===== src/sv/bfd_pkg.sv =====
// shared constants, types and codes for the box filter downscaler
package bfd_pkg;

    localparam int MAX_WIDTH  = 1024;
    localparam int MAX_HEIGHT = 1024;

    localparam int CFG_W     = 11;
    localparam int CFG_IDX_W = 2;
    localparam int PIX_W     = 8;
    localparam int EXT_W     = 16;

    localparam int COL_W = $clog2(MAX_WIDTH);
    localparam int ROW_W = $clog2(MAX_HEIGHT);
    localparam int XS_W  = COL_W + 1;
    localparam int YS_W  = ROW_W + 1;

    localparam int SUM_W  = 2 * PIX_W + COL_W + ROW_W;
    localparam int ASUM_W = PIX_W + COL_W + ROW_W;
    localparam int CNT_W  = COL_W + ROW_W + 1;

    localparam int DVD_W     = SUM_W + 1;
    localparam int DVS_W     = ASUM_W;
    localparam int DIV_LANES = 4;
    localparam int DCNT_W    = $clog2(DVD_W + 1);

    localparam int LANE_RED   = 0;
    localparam int LANE_GREEN = 1;
    localparam int LANE_BLUE  = 2;
    localparam int LANE_ALPHA = 3;
    localparam int LANE_COLS  = 0;
    localparam int LANE_ROWS  = 1;

    localparam logic [CFG_IDX_W-1:0] REG_SRC_WIDTH  = 2'd0;
    localparam logic [CFG_IDX_W-1:0] REG_SRC_HEIGHT = 2'd1;
    localparam logic [CFG_IDX_W-1:0] REG_DST_WIDTH  = 2'd2;
    localparam logic [CFG_IDX_W-1:0] REG_DST_HEIGHT = 2'd3;

    typedef logic [DVD_W-1:0] dvd_t;
    typedef logic [DVS_W-1:0] dvs_t;

    typedef struct packed {
        logic [SUM_W-1:0]  red;
        logic [SUM_W-1:0]  green;
        logic [SUM_W-1:0]  blue;
        logic [ASUM_W-1:0] asum;
        logic [CNT_W-1:0]  cnt;
    } acc_t;

    typedef struct packed {
        logic [XS_W-1:0] sw;
        logic [XS_W-1:0] dw;
        logic [YS_W-1:0] sh;
        logic [YS_W-1:0] dh;
    } dims_t;

    typedef struct packed {
        logic [COL_W-1:0] dest_x;
        logic [ROW_W-1:0] dest_y;
        logic             last_col;
        logic             last_row;
        logic             frame_end;
    } pos_t;

    typedef enum logic [1:0] {
        ST_CLEAR,
        ST_IDLE,
        ST_UPDATE,
        ST_DIVIDE
    } state_t;

endpackage


===== src/sv/bfd_div.sv =====
// multi-lane restoring divider, one quotient bit per cycle
module bfd_div (
    input  logic          clk,
    input  logic          rst_n,
    input  logic          start,
    input  bfd_pkg::dvd_t dvd [bfd_pkg::DIV_LANES],
    input  bfd_pkg::dvs_t dvs [bfd_pkg::DIV_LANES],
    output logic          busy,
    output bfd_pkg::dvd_t quo [bfd_pkg::DIV_LANES],
    output bfd_pkg::dvs_t rem [bfd_pkg::DIV_LANES]
);
    import bfd_pkg::*;

    logic [DCNT_W-1:0] cnt_reg;
    logic [DCNT_W-1:0] cnt_next;
    dvd_t              quo_reg  [DIV_LANES];
    dvd_t              quo_next [DIV_LANES];
    dvs_t              rem_reg  [DIV_LANES];
    dvs_t              rem_next [DIV_LANES];
    dvs_t              dvs_reg  [DIV_LANES];
    logic [DVS_W:0]    trial    [DIV_LANES];

    assign busy = (cnt_reg != '0);

    always_comb
    begin
        cnt_next = cnt_reg;
        for (int i = 0; i < DIV_LANES; i++)
        begin
            trial[i]    = {rem_reg[i], quo_reg[i][DVD_W-1]} - {1'b0, dvs_reg[i]};
            quo_next[i] = quo_reg[i];
            rem_next[i] = rem_reg[i];
        end
        if (start)
        begin
            cnt_next = DCNT_W'(DVD_W);
            for (int i = 0; i < DIV_LANES; i++)
            begin
                quo_next[i] = dvd[i];
                rem_next[i] = '0;
            end
        end
        else if (busy)
        begin
            cnt_next = cnt_reg - 1'b1;
            for (int i = 0; i < DIV_LANES; i++)
            begin
                if (!trial[i][DVS_W])
                begin
                    rem_next[i] = trial[i][DVS_W-1:0];
                    quo_next[i] = {quo_reg[i][DVD_W-2:0], 1'b1};
                end
                else
                begin
                    rem_next[i] = {rem_reg[i][DVS_W-2:0], quo_reg[i][DVD_W-1]};
                    quo_next[i] = {quo_reg[i][DVD_W-2:0], 1'b0};
                end
            end
        end
    end

    always_ff @(posedge clk or negedge rst_n)
    begin
        if (!rst_n)
        begin
            cnt_reg <= '0;
        end
        else
        begin
            cnt_reg <= cnt_next;
        end
    end

    always_ff @(posedge clk)
    begin
        for (int i = 0; i < DIV_LANES; i++)
        begin
            quo_reg[i] <= quo_next[i];
            rem_reg[i] <= rem_next[i];
            if (start)
            begin
                dvs_reg[i] <= dvs[i];
            end
        end
    end

    always_comb
    begin
        for (int i = 0; i < DIV_LANES; i++)
        begin
            quo[i] = quo_reg[i];
            rem[i] = rem_reg[i];
        end
    end

endmodule


===== config.mk =====
export PLATFORM = sky130hd
export DESIGN_NAME = bfd_div
export DESIGN_NICKNAME = d
export VERILOG_FILES = /design/src/sv/bfd_pkg.sv /design/src/sv/bfd_div.sv
export SDC_FILE = /design/constraint.sdc
export NUM_CORES = 1
export LEC_CHECK = 0
export BUFFER_PORTS_ARGS = -buffer_cell sky130_fd_sc_hd__buf_2
export CAP_MARGIN = 20
export CORE_ASPECT_RATIO = 0.7
export CORE_MARGIN = 2
export CORE_UTILIZATION = 26
export CTS_BUF_LIST = sky130_fd_sc_hd__clkbuf_8
export CTS_CLUSTER_DIAMETER = 200
export DETAILED_ROUTE_END_ITERATION = 16
export PLACE_DENSITY_LB_ADDON = 0.2
export SLEW_MARGIN = 40
export SYNTH_ARGS = -nofsm -noshare
export SYNTH_HDL_FRONTEND = slang
export SYNTH_SLANG_ARGS = --single-unit
export TNS_END_PERCENT = 50

===== constraint.sdc =====
create_clock -name clk -period 5.9 [get_ports clk]
set_input_delay 0 -clock clk [delete_from_list [all_inputs] [get_ports clk]]
set_output_delay 0 -clock clk [all_outputs]
set_load 0.01 [all_outputs]

==> impl_metrics.py <==
metrics = {
    "timing": {
        "fin_skew_ns": 0.0347,
        "whs_ns": 0.0784,
        "report.final.setup_viol": 0,
        "worst_pin_slew_ns": 0.893,
        "clock.fmax_ghz": 0.225,
        "hold_viol": 0,
        "min_period_ns": 4.45,
        "slew_headroom_pct": 40.4,
        "final.period_utilization_pct": 75.4,
        "maxSlewViolCount": 0,
        "fin_tns_setup_ns": 0,
        "grt_setup_unrepaired": "false",
    },
    "min_path": {
        "hold_class": "input pin to register",
    },
    "setup_path": {
        "cp.required_ns": 6.44,
        "crit_fanout": 18,
        "cp.arrival_ns": 4.99,
        "worst_setup_path_end_kind": "register",
        "path_class": "register to register",
        "startpoint_type": "register",
    },
    "synthesis": {
        "yosys.area.top_type_share_pct": 37.6,
        "syn_avg_cell_area_sq_um": 10.9,
        "synth-edff-count": 260,
        "async_flop_share_pct": 1.59,
        "synth_fp_nets": 2285,
        "ys_seq_area_share_pct": 49.2,
        "post-synth-top-area-cell": "edfxtp_1",
        "synth_top_flop_cell": "edfxtp_1",
        "netlist_area_sq_mm": 0.0207,
        "ys.warnings.count": 0,
        "synth_area_leaders": "edfxtp_1 38%, dfxtp_1 11%, mux2_2 7.9%",
        "synthCells": 1905,
        "synth.distinct_cells": 78,
        "synth_seq_cells": 378,
    },
    "power": {
        "p_sw_share_pct": 35.6,
        "combPwrFrac_pct": 35.4,
        "leakage_nw": 13.2,
        "power_frac_clock_pct": 27.1,
        "power.density_mw_per_mm2": 321,
        "internal-power_mw": 6.10,
        "netSwitchingPower_mw": 3.37,
        "peakVddDrop_v": 0.000152,
        "pwr-share-seq_pct": 37.4,
    },
    "clock_tree": {
        "path_clk_slew_ns": 0.06,
        "holdBufCountCts": 352,
        "clk_latency_ns": 0.65,
        "cts_root_buffer": "clkbuf_8",
        "clock-sinks": 378,
        "clock_path_buffers": 3,
        "cts_tree": "built",
        "post_cts_buffers": 0,
        "h-tree-depth": 3,
        "cts_resized": 0,
        "numCtsBuffers": 70,
    },
    "finish": {
        "fin_area_sq_mm": 0.0295,
        "drive_gt1_share_pct": 27.9,
        "areaGrowthSynthToFinish_pct": 42.4,
        "finish.utilization_pct": 37.4,
        "largest_reg_flops": 148,
        "layout_common_cells": "522 x buf_2, 352 x dlygate4sd3_1, 260 x edfxtp_1, 173 x inv_1, 145 x mux2_2",
        "final_common_cell": "buf_2",
        "layout.nets": 3177,
    },
    "floorplanning": {
        "die_y_microns": 240,
        "chipWidth_microns": 342,
        "start_util_pct": 26.3,
        "rows": 86,
        "coreArea_sq_mm": 0.0789,
        "io_pins": 524,
        "die_area_sq_mm": 0.0821,
    },
    "run_status": {
        "status": "finished, final reports clean",
    },
    "route": {
        "wl_per_cell_microns": 18.4,
        "via_count": 18200,
        "drt_first_pass_iters": 5,
        "vias_per_cell": 4.65,
        "drt_iter0_drc": 999,
        "drc_errors": 0,
        "wirelength_mm": 71.9,
        "detail-route-antenna-nets": 0,
    },
    "flow_run": {
        "max_cap_viol_count": 0,
    },
    "place": {
        "placed_cell_area_sq_mm": 0.0246,
        "place_congestion": 0.952,
        "place_hpwl_mm": 51.5,
        "port_buffers": 523,
    },
    "grt": {
        "overflow": 0,
        "grt_max_degree": 134,
        "antenna_found_initial": 6,
        "grt_pass1_wl_mm": 109,
        "grt_pass1_vias": 18300,
        "grt_use_total_pct": 17.1,
    },
}
==> cells in the mapped netlist, types with 22 or more instances <==
| cell | instances |
|---|---|
| a211oi_1 | 73 |
| a311oi_1 | 23 |
| nand3_1 | 27 |
| nor3_1 | 28 |
| edfxtp_1 | 260 |
| mux2_2 | 145 |
| xor2_1 | 35 |
| dfxtp_1 | 112 |
| nand2b_1 | 22 |
| a21o_1 | 35 |
| a21oi_1 | 108 |
| o21ai_0 | 80 |
| nand2_1 | 136 |
| clkbuf_1 | 59 |
| ha_1 | 113 |
| nor2_1 | 136 |
| mux2i_1 | 67 |
| xnor2_1 | 50 |
| a31oi_1 | 24 |
| inv_1 | 145 |
==> through the flow <==
step | power (mW) | instances | setup WS, ns
floorplan | 5.70 | 1905 | 1.33
global placement | 6.71 | 3429 | 1.59
detailed placement | 6.74 | 3429 | 1.49
CTS | 9.58 | 3909 | 1.48
global route | 10.1 | 3910 | 1.17
finish | 9.47 | 3911 | 1.45
==> critical path, cell delays in order, from the launching register on <==
cell	delay, ns
edfxtp_1	0.39
inv_1	0.09
ha_1	0.16
inv_1	0.05
fa_1	0.42
a211oi_1	0.30
o31ai_2	0.16
a2111o_1	0.49
a21oi_1	0.22
o31a_1	0.24
mux2i_1	0.37
nand2_1	0.49
buf_4	0.44
mux2_2	0.31
a211oi_1	0.22
==> path summary, 6_finish.rpt <==
path                                        to  cells after the start      startpoint  slack [ns]
max in group asynchronous           cnt_reg[0]                      3           rst_n        5.23
worst min register to register  rem_reg[2][20]                      2  rem_reg[2][20]        0.50
worst max register to register   rem_reg[0][0]                     14  quo_reg[0][36]        1.45
min in group asynchronous           cnt_reg[4]                      3           rst_n        0.43
worst min-delay path            dvs_reg[3][14]                      2         dvs[14]        0.08
worst max-delay path             rem_reg[0][0]                     14  quo_reg[0][36]        1.45
==> area by class of cell <==
cell class,count,area (sq um)
clock inverter,55,357
fill,7814,49300
timing repair buffer,892,6320
multi-input combinational,1309,9770
inverter,146,558
antenna,2,5.00
sequential,378,10200
clock buffer,73,1000
tap,1056,1320
==> power groups by stage <==
stage / Combinational (mW) / Sequential, mW / Clock (mW)
6_report: 3.36 / 3.54 / 2.57
5_1_grt: 3.71 / 3.60 / 2.79
4_1_cts: 3.35 / 3.55 / 2.69
3_5_place_dp: 3.14 / 3.60 / 0
3_3_place_gp: 3.12 / 3.59 / 0
2_1_floorplan: 2.06 / 3.63 / 0
==> per-layer routing <==
metal	track usage [%]	vias to the layer above	wire (microns)
met3	4.26	120	4280
met2	26.1	489	31600
met4	5.87	2	2140
met5	0	-	16
met1	23.6	8707	33900
li1	-	8886	-
==> kinds of logic after synthesis <==
logic type               synth area share [%]
XOR/XNOR                                 3.75
multiplexers                             11.1
buffers and inverters                    4.04
AND/OR/NAND/NOR                          9.21
flip-flops                               49.2
adder cells (fa/ha/maj)                  7.20
AO/OA/AOI/OAI                            15.5
(Power assumes the default switching activity.)
