[src/sv/bfd_pkg.sv]
// shared constants, types and codes for the box filter downscaler
package bfd_pkg;

    localparam int MAX_WIDTH  = 1024;
    localparam int MAX_HEIGHT = 1024;

    localparam int CFG_W     = 11;
    localparam int CFG_IDX_W = 2;
    localparam int PIX_W     = 8;
    localparam int EXT_W     = 16;

    localparam int COL_W = $clog2(MAX_WIDTH);
    localparam int ROW_W = $clog2(MAX_HEIGHT);
    localparam int XS_W  = COL_W + 1;
    localparam int YS_W  = ROW_W + 1;

    localparam int SUM_W  = 2 * PIX_W + COL_W + ROW_W;
    localparam int ASUM_W = PIX_W + COL_W + ROW_W;
    localparam int CNT_W  = COL_W + ROW_W + 1;

    localparam int DVD_W     = SUM_W + 1;
    localparam int DVS_W     = ASUM_W;
    localparam int DIV_LANES = 4;
    localparam int DCNT_W    = $clog2(DVD_W + 1);

    localparam int LANE_RED   = 0;
    localparam int LANE_GREEN = 1;
    localparam int LANE_BLUE  = 2;
    localparam int LANE_ALPHA = 3;
    localparam int LANE_COLS  = 0;
    localparam int LANE_ROWS  = 1;

    localparam logic [CFG_IDX_W-1:0] REG_SRC_WIDTH  = 2'd0;
    localparam logic [CFG_IDX_W-1:0] REG_SRC_HEIGHT = 2'd1;
    localparam logic [CFG_IDX_W-1:0] REG_DST_WIDTH  = 2'd2;
    localparam logic [CFG_IDX_W-1:0] REG_DST_HEIGHT = 2'd3;

    typedef logic [DVD_W-1:0] dvd_t;
    typedef logic [DVS_W-1:0] dvs_t;

    typedef struct packed {
        logic [SUM_W-1:0]  red;
        logic [SUM_W-1:0]  green;
        logic [SUM_W-1:0]  blue;
        logic [ASUM_W-1:0] asum;
        logic [CNT_W-1:0]  cnt;
    } acc_t;

    typedef struct packed {
        logic [XS_W-1:0] sw;
        logic [XS_W-1:0] dw;
        logic [YS_W-1:0] sh;
        logic [YS_W-1:0] dh;
    } dims_t;

    typedef struct packed {
        logic [COL_W-1:0] dest_x;
        logic [ROW_W-1:0] dest_y;
        logic             last_col;
        logic             last_row;
        logic             frame_end;
    } pos_t;

    typedef enum logic [1:0] {
        ST_CLEAR,
        ST_IDLE,
        ST_UPDATE,
        ST_DIVIDE
    } state_t;

endpackage

[src/sv/bfd_pos.sv]
// source and destination position tracking with incremental footprint bounds
module bfd_pos (
    input  logic                     clk,
    input  logic                     rst_n,
    input  logic                     restart,
    input  logic                     step,
    input  bfd_pkg::dims_t           dims,
    input  logic [bfd_pkg::XS_W-1:0] col_q0,
    input  logic [bfd_pkg::XS_W-1:0] col_r0,
    input  logic [bfd_pkg::YS_W-1:0] row_q0,
    input  logic [bfd_pkg::YS_W-1:0] row_r0,
    output bfd_pkg::pos_t            pos
);
    import bfd_pkg::*;

    logic [COL_W-1:0] src_col_reg, src_col_next;
    logic [COL_W-1:0] dst_col_reg, dst_col_next;
    logic [XS_W-1:0]  col_bnd_reg, col_bnd_next;
    logic [XS_W-1:0]  col_rem_reg, col_rem_next;
    logic [XS_W-1:0]  col_q0_reg, col_q0_next;
    logic [XS_W-1:0]  col_r0_reg, col_r0_next;
    logic [ROW_W-1:0] src_row_reg, src_row_next;
    logic [ROW_W-1:0] dst_row_reg, dst_row_next;
    logic [YS_W-1:0]  row_bnd_reg, row_bnd_next;
    logic [YS_W-1:0]  row_rem_reg, row_rem_next;
    logic [YS_W-1:0]  row_q0_reg, row_q0_next;
    logic [YS_W-1:0]  row_r0_reg, row_r0_next;

    logic [XS_W-1:0] src_col_inc, dst_col_inc;
    logic [YS_W-1:0] src_row_inc, dst_row_inc;
    logic [XS_W:0]   col_rsum;
    logic [YS_W:0]   row_rsum;
    logic            col_wrap, row_wrap;
    logic            last_col, last_row;

    assign src_col_inc = {1'b0, src_col_reg} + 1'b1;
    assign dst_col_inc = {1'b0, dst_col_reg} + 1'b1;
    assign src_row_inc = {1'b0, src_row_reg} + 1'b1;
    assign dst_row_inc = {1'b0, dst_row_reg} + 1'b1;
    assign last_col    = (src_col_inc >= col_bnd_reg);
    assign last_row    = (src_row_inc >= row_bnd_reg);
    assign col_rsum    = {1'b0, col_rem_reg} + {1'b0, col_r0_reg};
    assign row_rsum    = {1'b0, row_rem_reg} + {1'b0, row_r0_reg};
    assign col_wrap    = (col_rsum >= {1'b0, dims.dw});
    assign row_wrap    = (row_rsum >= {1'b0, dims.dh});

    assign pos.dest_x    = dst_col_reg;
    assign pos.dest_y    = dst_row_reg;
    assign pos.last_col  = last_col;
    assign pos.last_row  = last_row;
    assign pos.frame_end = (dst_col_inc >= dims.dw) && (dst_row_inc >= dims.dh);

    always_comb
    begin
        src_col_next = src_col_reg;
        dst_col_next = dst_col_reg;
        col_bnd_next = col_bnd_reg;
        col_rem_next = col_rem_reg;
        col_q0_next  = col_q0_reg;
        col_r0_next  = col_r0_reg;
        src_row_next = src_row_reg;
        dst_row_next = dst_row_reg;
        row_bnd_next = row_bnd_reg;
        row_rem_next = row_rem_reg;
        row_q0_next  = row_q0_reg;
        row_r0_next  = row_r0_reg;
        if (restart)
        begin
            src_col_next = '0;
            dst_col_next = '0;
            col_bnd_next = col_q0;
            col_rem_next = col_r0;
            col_q0_next  = col_q0;
            col_r0_next  = col_r0;
            src_row_next = '0;
            dst_row_next = '0;
            row_bnd_next = row_q0;
            row_rem_next = row_r0;
            row_q0_next  = row_q0;
            row_r0_next  = row_r0;
        end
        else if (step)
        begin
            if (!last_col)
            begin
                src_col_next = src_col_inc[COL_W-1:0];
            end
            else if ((src_col_inc < dims.sw) && (dst_col_inc < dims.dw))
            begin
                src_col_next = src_col_inc[COL_W-1:0];
                dst_col_next = dst_col_inc[COL_W-1:0];
                col_bnd_next = col_bnd_reg + col_q0_reg + XS_W'(col_wrap);
                col_rem_next = col_wrap ? XS_W'(col_rsum - {1'b0, dims.dw})
                                        : col_rsum[XS_W-1:0];
            end
            else
            begin
                src_col_next = '0;
                dst_col_next = '0;
                col_bnd_next = col_q0_reg;
                col_rem_next = col_r0_reg;
                if (!last_row)
                begin
                    src_row_next = src_row_inc[ROW_W-1:0];
                end
                else if ((src_row_inc < dims.sh) && (dst_row_inc < dims.dh))
                begin
                    src_row_next = src_row_inc[ROW_W-1:0];
                    dst_row_next = dst_row_inc[ROW_W-1:0];
                    row_bnd_next = row_bnd_reg + row_q0_reg + YS_W'(row_wrap);
                    row_rem_next = row_wrap ? YS_W'(row_rsum - {1'b0, dims.dh})
                                            : row_rsum[YS_W-1:0];
                end
                else
                begin
                    src_row_next = '0;
                    dst_row_next = '0;
                    row_bnd_next = row_q0_reg;
                    row_rem_next = row_r0_reg;
                end
            end
        end
    end

    always_ff @(posedge clk or negedge rst_n)
    begin
        if (!rst_n)
        begin
            src_col_reg <= '0;
            dst_col_reg <= '0;
            col_bnd_reg <= XS_W'(1);
            col_rem_reg <= '0;
            col_q0_reg  <= XS_W'(1);
            col_r0_reg  <= '0;
            src_row_reg <= '0;
            dst_row_reg <= '0;
            row_bnd_reg <= YS_W'(1);
            row_rem_reg <= '0;
            row_q0_reg  <= YS_W'(1);
            row_r0_reg  <= '0;
        end
        else
        begin
            src_col_reg <= src_col_next;
            dst_col_reg <= dst_col_next;
            col_bnd_reg <= col_bnd_next;
            col_rem_reg <= col_rem_next;
            col_q0_reg  <= col_q0_next;
            col_r0_reg  <= col_r0_next;
            src_row_reg <= src_row_next;
            dst_row_reg <= dst_row_next;
            row_bnd_reg <= row_bnd_next;
            row_rem_reg <= row_rem_next;
            row_q0_reg  <= row_q0_next;
            row_r0_reg  <= row_r0_next;
        end
    end

endmodule

[config.mk]
export PLATFORM = sky130hd
export DESIGN_NAME = bfd_pos
export DESIGN_NICKNAME = d
export VERILOG_FILES = /design/src/sv/bfd_pkg.sv /design/src/sv/bfd_pos.sv
export SDC_FILE = /design/constraint.sdc
export NUM_CORES = 1
export LEC_CHECK = 0
export BUFFER_PORTS_ARGS = -buffer_cell sky130_fd_sc_hd__buf_2
export CORE_UTILIZATION = 60
export DETAILED_ROUTE_END_ITERATION = 12
export PLACE_DENSITY = 0.81
export SYNTH_ARGS = -nofsm -noshare
export SYNTH_HDL_FRONTEND = slang
export SYNTH_SLANG_ARGS = --single-unit
[constraint.sdc]
create_clock -name clk -period 13.7 [get_ports clk]
set_input_delay 2.74 -clock clk [delete_from_list [all_inputs] [get_ports clk]]
set_output_delay 2.74 -clock clk [all_outputs]
set_load 0.01 [all_outputs]
==> metrics.yaml <==
sta:
  setup_slack_ns: 6.12
  fin_crit_sh_pct: 55.3
  finalMaxSlewViolations: 0
  setup_viol_count_final: 0
  finalHoldViolCount: 0
  whs_ns: 0.512
  fmax_mhz: 132
  relSlewSlack_pct: 28.4
  fin_crit_ns: 7.58
  worstMarginPinSlew_ns: 1.07
  clock_skew_ns: 0.00848
  rsz0062_at_grt: "no"
  fin_tns_setup_ns: 0
place:
  gp_congestion: 0.918
  dp_slack_ns: 6.18
  place_hpwl_mm: 19.2
  portBuffers: 114
yosys:
  synth_nets: 1425
  synth_cell_types: 76
  synth_top_area_share_pct: 29.2
  syn-instance-count: 1195
  synth_top_area_cell: "dfrtp_1"
  async_reset_ff_share_pct: 100
  ys.warnings.count: 0
  avgSynthCellArea_sq_um: 8.88
  synth_area_leaders: "dfrtp_1, ha_1, o21ai_0"
  ys_ff_latch: 128
  synth_area_sq_um: 10600
  synth-edff-count: 0
  ys_seq_area_share_pct: 30.2
  ys.flop_type: "dfrtp_1"
cells_and_area:
  final_common_cell: "ha_1"
  drive_gt1_share_pct: 15.9
  multi_input_area_sq_um: 6820
  final_net_count: 1531
  final_cell_mix: "ha_1, dfrtp_1, buf_2"
  fillCellCount: 1405
  area_growth_syn_to_layout_pct: 12.3
  register_area_sq_um: 3210
worst_setup_path:
  path_delay_family: "simple AND/OR/NAND/NOR gates"
  endpoint_kind: "output port"
  crit_path_max_fanout: 2
  start_kind: "primary input"
  path_cells: "buf_2 > inv_1 > ha_1 > a21o_1 > a21oi_1 > a2111oi_4 > nor4_1 > a31oi_1 > buf_2"
  worstSetupPathType: "in2out"
  crit_slowest_cell: "nor4_1"
  cp.arrival_ns: 4.84
  crit_path_frequent_cell: "buf_2"
  cp_num_buf_inv: 3
  cp.required_ns: 10.96
  slowest_delay_ns: 0.85
grt:
  antenna_found_initial: 1
  grt.total_usage_pct: 29.7
  grt_pass1_vias: 8972
  grt.overflow.total: 0
  grt_max_degree: 74
  grt_pass1_wl_mm: 42.8
floorplan:
  rows: 48
  die_h_um: 135
  floorplan.initialDensity_pct: 61.4
  num_io_pins: 115
  die_w_um: 135
  coreArea_sq_um: 17300
  die_area_sq_um: 18200
route:
  avgViaCountPerCell: 5.99
  wl_met2_mm: 11.9
  dr.pass1.iters: 5
  routedWlPerCell_um: 16.7
  met1Wirelength_mm: 12.0
  maxUsedRoutingLayer: "met4"
  drc_errors: 0
  drt-initial-drc-count: 658
  drtAntennaViolNets: 0
  via_count: 9232
  wl_met3_mm: 1.19
  drt-total-wl_mm: 25.7
clock_tree:
  clk_path_buf_depth: 2
  clock_sinks: 128
  htreeDepth: 4
  holdBufCountCts: 0
  cts_setup_buffers: 0
  clock_latency_ns: 0.42
  cts_tree: "built"
  clockRootBuffer: "clkbuf_16"
  clk_pin_slew_worst_paths_ns: 0.06
  cts_resized: 0
  cts_made_buffers: 17
outcome:
  status: "completed"
pwr:
  p_leak_nw: 5.97
  power.density_nw_per_um2: 131
  ir_drop_v: 0.000111
hold_path:
  hold_path.class: "reg2reg"
job:
  cap_viol_max_count: 0
[worst min-delay path: stages (launching register included)]
cell and delay [ns]:
dfstp_2 0.38, inv_1 0.06, o21ai_0 0.07
[cell families after synthesis]
| family | synth area share (%) |
|---|---|
| mux | 5.14 |
| simple gates | 13.9 |
| buf+inv | 5.48 |
| compound gates | 21.8 |
| xor+xnor | 6.60 |
| flops | 30.2 |
| fa+ha+maj | 16.8 |
[synth_stat cells, types with 4 or more instances]
library cell and n:
nor3_1 20, a31o_2 4, a211o_1 4, o21bai_1 4, a22o_1 19, nor4_1 5
mux2i_1 23, a22oi_1 10, nand2_1 96, buf_1 6, nor2_1 77, a211oi_1 17
nand4_1 6, and2_1 10, and3_1 14, o21ai_0 101, o221ai_1 7, a221oi_1 5
nand3_1 46, xor2_1 28, o211ai_1 11, nand2b_1 4, inv_1 107, mux2_2 28
a21oi_1 56, ha_1 130, fa_1 8, nor2b_1 8, xnor2_1 52, or3_1 4
o22ai_1 5, nor3b_1 4, clkbuf_1 17, a31oi_1 9, a21o_1 28, dfrtp_1 124
a221o_1 4, o21ai_1 9, o41ai_1 6, dfstp_2 4, o2111ai_1 5, o21a_1 11
buf_2 6, o31ai_1 4
[power by group]
part | internal [W] | leakage [nW] | switching, W
Clock | 0.000254 | 0.273 | 0.000178
Combinational | 0.000306 | 4.10 | 0.000377
Sequential | 0.000412 | 1.60 | 0.0000274
[area by class of cell]
type                       instances  share of cell area, %
antenna                            1                 0.0210
clock buffer                      19                   3.72
clock inverter                    13                  0.955
inverter                         109                   3.43
multi-input combinational        923                   57.3
sequential                       128                   26.9
tap                              225                   2.36
timing repair buffer             122                   5.33
[layer usage]
metal,track usage [%],vias up
met5,0,-
met4,10.5,0
met3,4.92,47
met2,47.4,235
met1,40.8,4416
li1,-,4534
[final timing paths]
check	slack, ns	cells past startpoint	end	from
min in group asynchronous	2.38	1	dst_row_reg[4]	rst_n
min reg2reg	0.51	2	row_q0_reg[0]	row_q0_reg[0]
max	6.12	9	pos[0]	dims[25]
max reg2reg	7.02	25	row_bnd_reg[10]	row_r0_reg[0]
max in group asynchronous	9.94	2	col_r0_reg[5]	rst_n
min	0.51	2	row_q0_reg[0]	row_q0_reg[0]
[metrics by stage]
stage          cells  area (sq um)  power (W)  utilization [%]
3_3_place_gp    1507         11400    0.00110             65.7
2_1_floorplan   1195         10600   0.000969                -
4_1_cts         1539         11900    0.00155             68.9
5_1_grt         1540         11900    0.00166             68.9
3_5_place_dp    1507         11400    0.00111             65.7
6_report        1540         11900    0.00156             68.9
(Power assumes the default switching activity.)
